<file path="config.mk">
export PLATFORM = sky130hd
export DESIGN_NAME = fbm_norm
export DESIGN_NICKNAME = d
export VERILOG_FILES = /design/src/hdl/fbm_pkg.sv /design/src/hdl/fbm_norm.sv
export SDC_FILE = /design/constraint.sdc
export NUM_CORES = 2
export LEC_CHECK = 0
export BUFFER_PORTS_ARGS = -buffer_cell sky130_fd_sc_hd__buf_2
export CAP_MARGIN = 5
export CORE_UTILIZATION = 58
export DETAILED_ROUTE_END_ITERATION = 10
export HOLD_SLACK_MARGIN = 0.15
export MAX_ROUTING_LAYER = met4
export PLACE_DENSITY = 0.78
export REMOVE_ABC_BUFFERS = 1
export SLEW_MARGIN = 20
export SYNTH_ARGS = -nofsm -noshare
export SYNTH_HDL_FRONTEND = slang
export SYNTH_SLANG_ARGS = --single-unit
export TNS_END_PERCENT = 50
</file>
<file path="constraint.sdc">
create_clock -name aclk -period 6.84 [get_ports aclk]
set_clock_uncertainty 0.05 [all_clocks]
set_input_delay 1.026 -clock aclk [delete_from_list [all_inputs] [get_ports aclk]]
set_output_delay 1.026 -clock aclk [all_outputs]
set_load 0.005 [all_outputs]
</file>
<file path="src/hdl/fbm_pkg.sv">
// Shared types and constants for the fractal value-noise height pipeline.
// No dependencies; used by fbm_octave, fbm_norm and fbm_value_noise_height.
package fbm_pkg;

    // Default sizing of the pipeline
    localparam int DEF_MAX_OCTAVES       = 8;
    localparam int DEF_MAX_COLUMN_HEIGHT = 1024;

    // Fixed field widths
    localparam int COORD_W  = 32;
    localparam int FREQ_W   = 32;
    localparam int AMP_W    = 17;   // Q1.16, 1.0 = 65536
    localparam int TOTAL_W  = 52;   // weighted noise sum, up to 16 octaves
    localparam int ASUM_W   = 21;   // amplitude sum, up to 16 octaves
    localparam int HEIGHT_W = 10;
    localparam int LIMIT_W  = 11;
    localparam int QUO_W    = 10;   // normalized offset magnitude, at most 1023
    localparam int DQ_W     = 31;   // dividend after the 2^30 scale is dropped

    localparam logic [AMP_W-1:0] AMP_ONE = 17'd65536;

    // Hash constants
    localparam logic [31:0] HASH_MUL_A = 32'd15731;
    localparam logic [31:0] HASH_ADD_A = 32'd789221;
    localparam logic [31:0] HASH_ADD_B = 32'd1376312589;

    // Configuration register indexes
    typedef enum logic [2:0] {
        REG_SEED           = 3'd0,
        REG_BASE_FREQUENCY = 3'd1,
        REG_PERSISTENCE    = 3'd2,
        REG_LACUNARITY     = 3'd3,
        REG_OCTAVE_COUNT   = 3'd4,
        REG_BASE_HEIGHT    = 3'd5,
        REG_HEIGHT_GAIN    = 3'd6,
        REG_COLUMN_HEIGHT  = 3'd7
    } cfg_index_t;

    // Per-request data that moves from octave to octave
    typedef struct packed {
        logic signed [COORD_W-1:0] x;
        logic signed [COORD_W-1:0] z;
        logic [FREQ_W-1:0]         freq;
        logic [AMP_W-1:0]          amp;
        logic signed [TOTAL_W-1:0] total;
        logic [ASUM_W-1:0]         asum;
    } oct_carry_t;

endpackage

</file>
<file path="src/hdl/fbm_norm.sv">
// Normalizes the weighted sum, applies gain and base, clamps the height.
// Depends on fbm_pkg; bit-per-stage restoring divider.
module fbm_norm (
    input  logic                                aclk,
    input  logic                                aresetn,
    input  logic                                en,
    input  logic                                in_valid,
    input  logic signed [fbm_pkg::TOTAL_W-1:0]  total,
    input  logic [fbm_pkg::ASUM_W-1:0]          asum,
    input  logic [9:0]                          height_gain,
    input  logic [9:0]                          base_height,
    input  logic [fbm_pkg::LIMIT_W-1:0]         limit,
    output logic                                out_valid,
    output logic [fbm_pkg::HEIGHT_W-1:0]        height
);

    localparam int QW  = fbm_pkg::QUO_W;
    localparam int MW  = fbm_pkg::TOTAL_W - 1;

    // Stage 1: magnitude and sign
    logic          v1_reg;
    logic [MW-1:0] mag_reg;
    logic          neg1_reg;
    logic [fbm_pkg::ASUM_W-1:0] as1_reg;
    logic signed [fbm_pkg::TOTAL_W-1:0] abs_total;

    assign abs_total = total[fbm_pkg::TOTAL_W-1] ? -total : total;

    always_ff @(posedge aclk) begin
        if (!aresetn) begin
            v1_reg <= 1'b0;
        end else if (en) begin
            v1_reg <= in_valid;
        end
    end

    always_ff @(posedge aclk) begin
        if (en) begin
            mag_reg  <= abs_total[MW-1:0];
            neg1_reg <= total[fbm_pkg::TOTAL_W-1];
            as1_reg  <= asum;
        end
    end

    // Stage 2: apply gain, drop the 2^30 scale
    logic [MW+9:0] gprod;
    logic          v2_reg;
    logic [fbm_pkg::DQ_W-1:0] dq_reg;
    logic          neg2_reg;
    logic [fbm_pkg::ASUM_W-1:0] as2_reg;

    assign gprod = mag_reg * height_gain;

    always_ff @(posedge aclk) begin
        if (!aresetn) begin
            v2_reg <= 1'b0;
        end else if (en) begin
            v2_reg <= v1_reg;
        end
    end

    always_ff @(posedge aclk) begin
        if (en) begin
            dq_reg   <= gprod[30 +: fbm_pkg::DQ_W];
            neg2_reg <= neg1_reg;
            as2_reg  <= as1_reg;
        end
    end

    // Divider: one quotient bit per stage, most significant first
    logic [QW-1:0] dv_reg;
    logic [31:0]   rem_reg [QW];
    logic [QW-1:0] q_reg   [QW];
    logic [QW-1:0] neg_reg;
    logic [fbm_pkg::ASUM_W-1:0] as_reg [QW];

    always_ff @(posedge aclk) begin
        if (!aresetn) begin
            dv_reg <= '0;
        end else if (en) begin
            dv_reg <= {dv_reg[QW-2:0], v2_reg};
        end
    end

    for (genvar i = 0; i < QW; i++) begin : g_div
        localparam int BIT = QW - 1 - i;
        logic [31:0]   rem_in;
        logic [QW-1:0] q_in;
        logic          neg_in;
        logic [fbm_pkg::ASUM_W-1:0] as_in;
        logic [31:0]   dsh;

        if (i == 0) begin : g_first
            assign rem_in = 32'(dq_reg);
            assign q_in   = '0;
            assign neg_in = neg2_reg;
            assign as_in  = as2_reg;
        end else begin : g_rest
            assign rem_in = rem_reg[i-1];
            assign q_in   = q_reg[i-1];
            assign neg_in = neg_reg[i-1];
            assign as_in  = as_reg[i-1];
        end

        assign dsh = 32'(as_in) << BIT;

        // Subtract the shifted divisor where it fits
        always_ff @(posedge aclk) begin
            if (en) begin
                neg_reg[i] <= neg_in;
                as_reg[i]  <= as_in;
                if (rem_in >= dsh) begin
                    rem_reg[i] <= rem_in - dsh;
                    q_reg[i]   <= q_in | (QW'(1) << BIT);
                end else begin
                    rem_reg[i] <= rem_in;
                    q_reg[i]   <= q_in;
                end
            end
        end
    end

    // Output stage: sign, add base, clamp
    logic signed [11:0] off, hsum, hmax;
    logic [fbm_pkg::HEIGHT_W-1:0] h_next, h_reg;
    logic          vo_reg;

    always_comb begin
        off  = neg_reg[QW-1] ? -$signed({2'b0, q_reg[QW-1]}) : $signed({2'b0, q_reg[QW-1]});
        hsum = $signed({2'b0, base_height}) + off;
        hmax = $signed({1'b0, limit}) - 12'sd1;
        if (hsum < 12'sd1) begin
            h_next = fbm_pkg::HEIGHT_W'(1);
        end else if (hsum > hmax) begin
            h_next = hmax[fbm_pkg::HEIGHT_W-1:0];
        end else begin
            h_next = hsum[fbm_pkg::HEIGHT_W-1:0];
        end
    end

    always_ff @(posedge aclk) begin
        if (!aresetn) begin
            vo_reg <= 1'b0;
        end else if (en) begin
            vo_reg <= dv_reg[QW-1];
        end
    end

    always_ff @(posedge aclk) begin
        if (en) begin
            h_reg <= h_next;
        end
    end

    assign out_valid = vo_reg;
    assign height    = h_reg;

endmodule

</file>
# After elaboration in Yosys (flattened, before gate mapping)
# Memories as Yosys holds them, arrays and structs flattened.
# Index checks and enable logic that the tools add are counted.
[word_totals] reg_bits=159 ram_bits=630 word_cells=156 n_memories=3
[mem_list] name="rem_reg" depth=10 word_bits=32 read_ports=9 rd_clocked_by_memory_dff=0 wr=10 line="fbm_norm.sv:72" source="logic [31:0] rem_reg [QW];"
[mem_list] name="as_reg" depth=10 word_bits=21 read_ports=9 rd_clocked_by_memory_dff=0 wr=10 line="fbm_norm.sv:75" source="logic [fbm_pkg::ASUM_W-1:0] as_reg [QW];"
[mem_list] name="q_reg" depth=10 word_bits=10 read_ports=10 rd_clocked_by_memory_dff=0 wr=10 line="fbm_norm.sv:73" source="logic [QW-1:0] q_reg [QW];"
[op_classes] n_addsub=14 multipliers=1 n_lt_le_gt_ge=12 muxes=85 n_bitwise=20
[op_table] cell="32-bit 2-to-1 mux" count=10
[op_table] cell="10-bit 2-to-1 mux" count=11
[op_table] cell="1-bit 2-to-1 mux" count=62
[op_table] cell="51-bit by 10-bit multiplier with 61-bit output" count=1
[op_table] cell="51-bit 2-to-1 mux" count=1
[op_table] cell="51-bit negation" count=1
[op_table] cell="32-bit by 21-bit >= comparator with 1-bit output" count=1
[op_table] cell="32-bit by 22-bit >= comparator with 1-bit output" count=1
[op_table] cell="32-bit by 23-bit >= comparator with 1-bit output" count=1
[op_table] cell="32-bit by 24-bit >= comparator with 1-bit output" count=1
[op_table] cell="32-bit by 25-bit >= comparator with 1-bit output" count=1
[op_table] cell="32-bit by 26-bit >= comparator with 1-bit output" count=1
[op_table] cell="32-bit by 27-bit >= comparator with 1-bit output" count=1
[op_table] cell="32-bit by 28-bit >= comparator with 1-bit output" count=1
[op_table] cell="32-bit by 29-bit >= comparator with 1-bit output" count=1
[op_table] cell="31-bit by 30-bit subtractor with 32-bit output" count=1
[op_table] cell="32-bit by 21-bit subtractor with 32-bit output" count=1
[op_table] cell="32-bit by 22-bit subtractor with 32-bit output" count=1
[op_table] cell="32-bit by 23-bit subtractor with 32-bit output" count=1
[op_table] cell="32-bit by 24-bit subtractor with 32-bit output" count=1
[op_table] cell="32-bit by 25-bit subtractor with 32-bit output" count=1
[op_table] cell="32-bit by 26-bit subtractor with 32-bit output" count=1
[op_table] cell="32-bit by 27-bit subtractor with 32-bit output" count=1
[op_table] cell="32-bit by 28-bit subtractor with 32-bit output" count=1
[op_table] cell="9 further kinds" count=28

# Logic depth before layout (Yosys ltp)
# An unclocked memory read counts as a cell.
[depth] ltp_word=6 ltp_mapped=22 ltp_nobuf=21

# Worst setup path before layout
# No wires, ideal clock.
[synth_timing] kind="input to register" startpoint="in height_gain[3]" endpoint="reg dq_reg[30] in the netlist's numbering, data pin" setup_time_ns=0.258 arrival_time_ns=6.762 required_ns=6.532 path_slack_ns=-0.230 stages=22 path_buffers=2 path_cell_list="clkbuf_1 -> clkbuf_1 -> nand2_1 -> fa_1 -> inv_1 -> fa_1 -> fa_1 -> fa_1 -> inv_1 -> fa_1 -> inv_1 -> ha_1 -> a21oi_1 -> o22ai_1 -> o311ai_0 -> o211ai_1 -> o22ai_1 -> o21ai_0 -> a41oi_1 -> o21bai_1 -> a311o_1 -> xnor2_1"
[synth_between] elab_chain_cells=1
[synth_rtl] item="from (decl)" line="fbm_norm.sv:10" source="input logic [9:0] height_gain,"
[synth_rtl] item="51-bit by 10-bit multiplier with 61-bit output" line="fbm_norm.sv:52" source="assign gprod = mag_reg * height_gain;"
[synth_rtl] item="net gprod[60]" line="fbm_norm.sv:46" source="logic [MW+9:0] gprod;"
[synth_rtl] item="to (signal assigned)" line="fbm_norm.sv:64" source="dq_reg <= gprod[30 +: fbm_pkg::DQ_W];"
[synth_rtl] item="to (decl)" line="fbm_norm.sv:48" source="logic [fbm_pkg::DQ_W-1:0] dq_reg;"
# The timed path passes the listed nets, and every way through them passes these cells.
# A chain may end at the register's enable or synchronous reset.

# Worst setup path after layout
[layout_timing] startpoint="in height_gain[6]" endpoint="reg dq_reg[30] in the netlist's numbering, data pin"
# The elaborated chain is that of the path after synthesis.

==> results by group <==
Outcome
  – Status: finished, final reports clean

Timing
  – Hold WS: 0.3658 ns
  – Fmax: 153.1 MHz
  – RSZ-0062 raised after global routing: yes
  – Slew HR: 20.61%
  – Final worst path period need: 6.532 ns
  – Final Slew Violations: 0
  – Final setup violation count: 0
  – Final Hold Viols: 0
  – Worst slew pin tran: 1.176 ns
  – Final worst path period share: 95.50%

Power
  – Cell-internal power: 0.01702 W
  – Flop pwr share: 25.0%
  – Clock network power share: 14.2%
  – Maximum vdd drop: 511.0 uV
  – Combinational share of power: 60.8%
  – Switching pwr: 0.01182 W
  – Net Sw Frac: 40.98%
  – PD cells: 511.5 nW/um^2
  – Lkg Pwr: 24.18 nW

Floorplanning
  – IO Count: 119
  – Row count: 108
  – Die width: 299.6 um
  – Initial core utilization: 58.85%
  – Core area: 87290 um^2
  – DIE AREA: 89760 um^2
  – Die height: 299.6 um

Worst hold path
  – Hold Crit Class: flop to flop
  – Hold Path Depth: 0

Detailed routing
  – Post-route ant nets: 0
  – Pre-antenna DRT Iters: 5
  – Final WL: 107300 um
  – Drc violations: 0
  – Vias: 35110
  – DR iter-0 viols: 2118
  – WL/cell: 17.33 um
  – Avg Vias per Cell: 5.668

Logic synthesis
  – Most numerous cell in the Yosys netlist: edfxtp_1
  – Register area share after synthesis: 40.14%
  – Post-synth EDFFs: 678
  – Syn Inst Count: 4833
  – Mean post-synth cell area: 10.63 um^2
  – Yosys reg bits: 691
  – Yosys top cell area share: 39.63%
  – Synth cell types: 81
  – Yosys warns: 0
  – Top_reg_cell synth: edfxtp_1
  – Top cells by count, synth: edfxtp_1, inv_1, nand2_1
  – Top cells by area, synth: edfxtp_1, fa_1, ha_1, inv_1, nand2_1
  – Mapped Area: 51370 um^2
  – Largest area contributor in the netlist: edfxtp_1
  – Asr flop ratio synth: 0%

Cells and area
  – Final Cell Area: 56380 um^2
  – Largest register FFs: 288
  – Final Net Count: 5819
  – Diodes inserted: 0
  – Share of cells above drive strength 1: 8.294%
  – Layout Area Growth over Synthesis: 9.755%

Worst setup path
  – Data arrival, critical path: 6.86 ns
  – Critical path origin: height_gain[6]
  – Setup crit end kind: flop
  – Crit Path Category: primary input to flop
  – Worst EP required: 7.17 ns
  – Startpoint Class: primary input
  – Worst r2r dst: dq_reg[30]
  – Critical Path End: dq_reg[30]
  – R2R depth: 22
  – Crit-path max FO: 21
  – Setup slack, reg-to-reg: 0.48 ns
  – Worst r2r src: mag_reg[16]

Global route
  – GR Layer Usage met3: 3.617%
  – First-pass GRT wire length: 178000 um
  – Overall routing resource usage: 25.29%
  – GR Util met2: 44.66%
  – Vias in the first global route: 36780
  – Grt ovf: 0
  – Grt peak-use layer: met2
  – Antenna violations before repair: 0
  – Largest net degree at the start of global routing: 151
  – GR met1 Demand/Resource: 28.00%

Clock network
  – CTS tree: built
  – Clk_lat worst skew: 0.63 ns
  – H-tree Lvls: 3
  – Clk buf depth: 3
  – Worst-path clk slew: 0.06 ns
  – Root Driver: clkbuf_16
  – Total CTS buffers: 77
  – CTS Sinks: 691

Placement
  – Port buffer count: 118
  – Cell Area, Placed: 53870 um^2
  – Detailed Place HPWL: 82060 um
  – Placer Congestion: 0.9395

Job
  – Max-cap viol count: 0
-- cells in the final DEF, fill, tap and decap left out, drive strengths merged, types with 98 or more instances in the layout --
cell type and n:
ha 329, a21o 98, a21oi 219, and2 295, nand2 498, nor2 197, xnor2 190, o21ai 263
inv 619, xor2 104, buf 241, edfxtp 678, fa 399
-- metrics by stage --
stage | TNS (ns) | worst slack (ns) | total power, W | std cells | utilization (%)
after floorplan | 0 | 0.1825 | 0.01937 | 4660 | -
after global placement | -6.513 | -0.5736 | 0.02398 | 6059 | 61.70
after detailed placement | -8.771 | -0.6726 | 0.02458 | 6059 | 61.71
after CTS | 0 | 0.02377 | 0.02887 | 6195 | 64.57
after global routing | -0.04111 | -0.02351 | 0.03161 | 6195 | 64.59
final | 0 | 0.3077 | 0.02884 | 6195 | 64.59
-- critical path, cell delays in order --
cell      delay, ns
clkbuf_4       0.23
buf_4          0.21
buf_12         0.13
and2_1         0.16
fa_1           0.57
fa_1           0.45
fa_1           0.52
fa_1           0.54
inv_1          0.05
fa_1           0.52
inv_1          0.04
ha_1           0.32
a21oi_1        0.22
o221ai_1       0.21
a21oi_2        0.18
a211oi_1       0.09
o22ai_1        0.19
buf_4          0.16
o21ai_2        0.08
a41oi_1        0.22
buf_4          0.18
o21bai_1       0.10
a311o_1        0.33
xnor2_1        0.13
-- layout make-up --
class                   count  area, um^2
fillers                  6714       30910
multi-input cells        3354       27840
flip-flops and latches    691       20620
inverters                 615        2308
clock buffers              85        1957
repair buffers            244        1669
well taps                1155        1445
clock inverters            51       538.0
-- power groups by stage --
stage | Clock (W) | Sequential (W) | Combinational, W
2_1_floorplan | 0 | 0.00698 | 0.0124
3_3_place_gp | 0 | 0.00722 | 0.0168
3_5_place_dp | 0 | 0.00726 | 0.0173
4_1_cts | 0.00420 | 0.00718 | 0.0175
5_1_grt | 0.00434 | 0.00730 | 0.0200
6_report | 0.00410 | 0.00720 | 0.0175
-- worst min path at each step --
stage                     start          end  slack [ns]
global route        q_reg[3][9]  q_reg[4][9]        0.35
CTS                 q_reg[3][9]  q_reg[4][9]        0.36
global placement    q_reg[8][2]  q_reg[9][2]        0.35
detailed placement  q_reg[0][9]  q_reg[1][9]        0.35
finish              q_reg[8][7]  q_reg[9][7]        0.37
floorplan            as1_reg[0]   as2_reg[0]        0.35
-- metal layers --
metal  up-vias  part of all wire [%]
met1     17060                    39
met3       290                   4.4
met2       922                    52
met4         0                   5.0
li1      16840                     -
met5         -                     0
-- logic make-up after synthesis --
kind of cell / count (synthesis) / synth area share, %
multiplexers: 51 / 1.055
XOR/XNOR: 294 / 5.013
adder cells (fa/ha/maj): 728 / 23.56
AND/OR/NAND/NOR: 1417 / 13.95
AO/OA/AOI/OAI: 864 / 10.52
buffers and inverters: 788 / 5.760
flip-flops: 691 / 40.14
-- timing repair --
action / CTS / global route
pin swaps: 0 / 1
endpoints found under the setup margin: 3 / 15
gates resized for setup: 1 / 11
hold buffers: 0 / 0
buffers inserted: 0 / 0
Note: power is estimated with default switching activity, not from simulation.
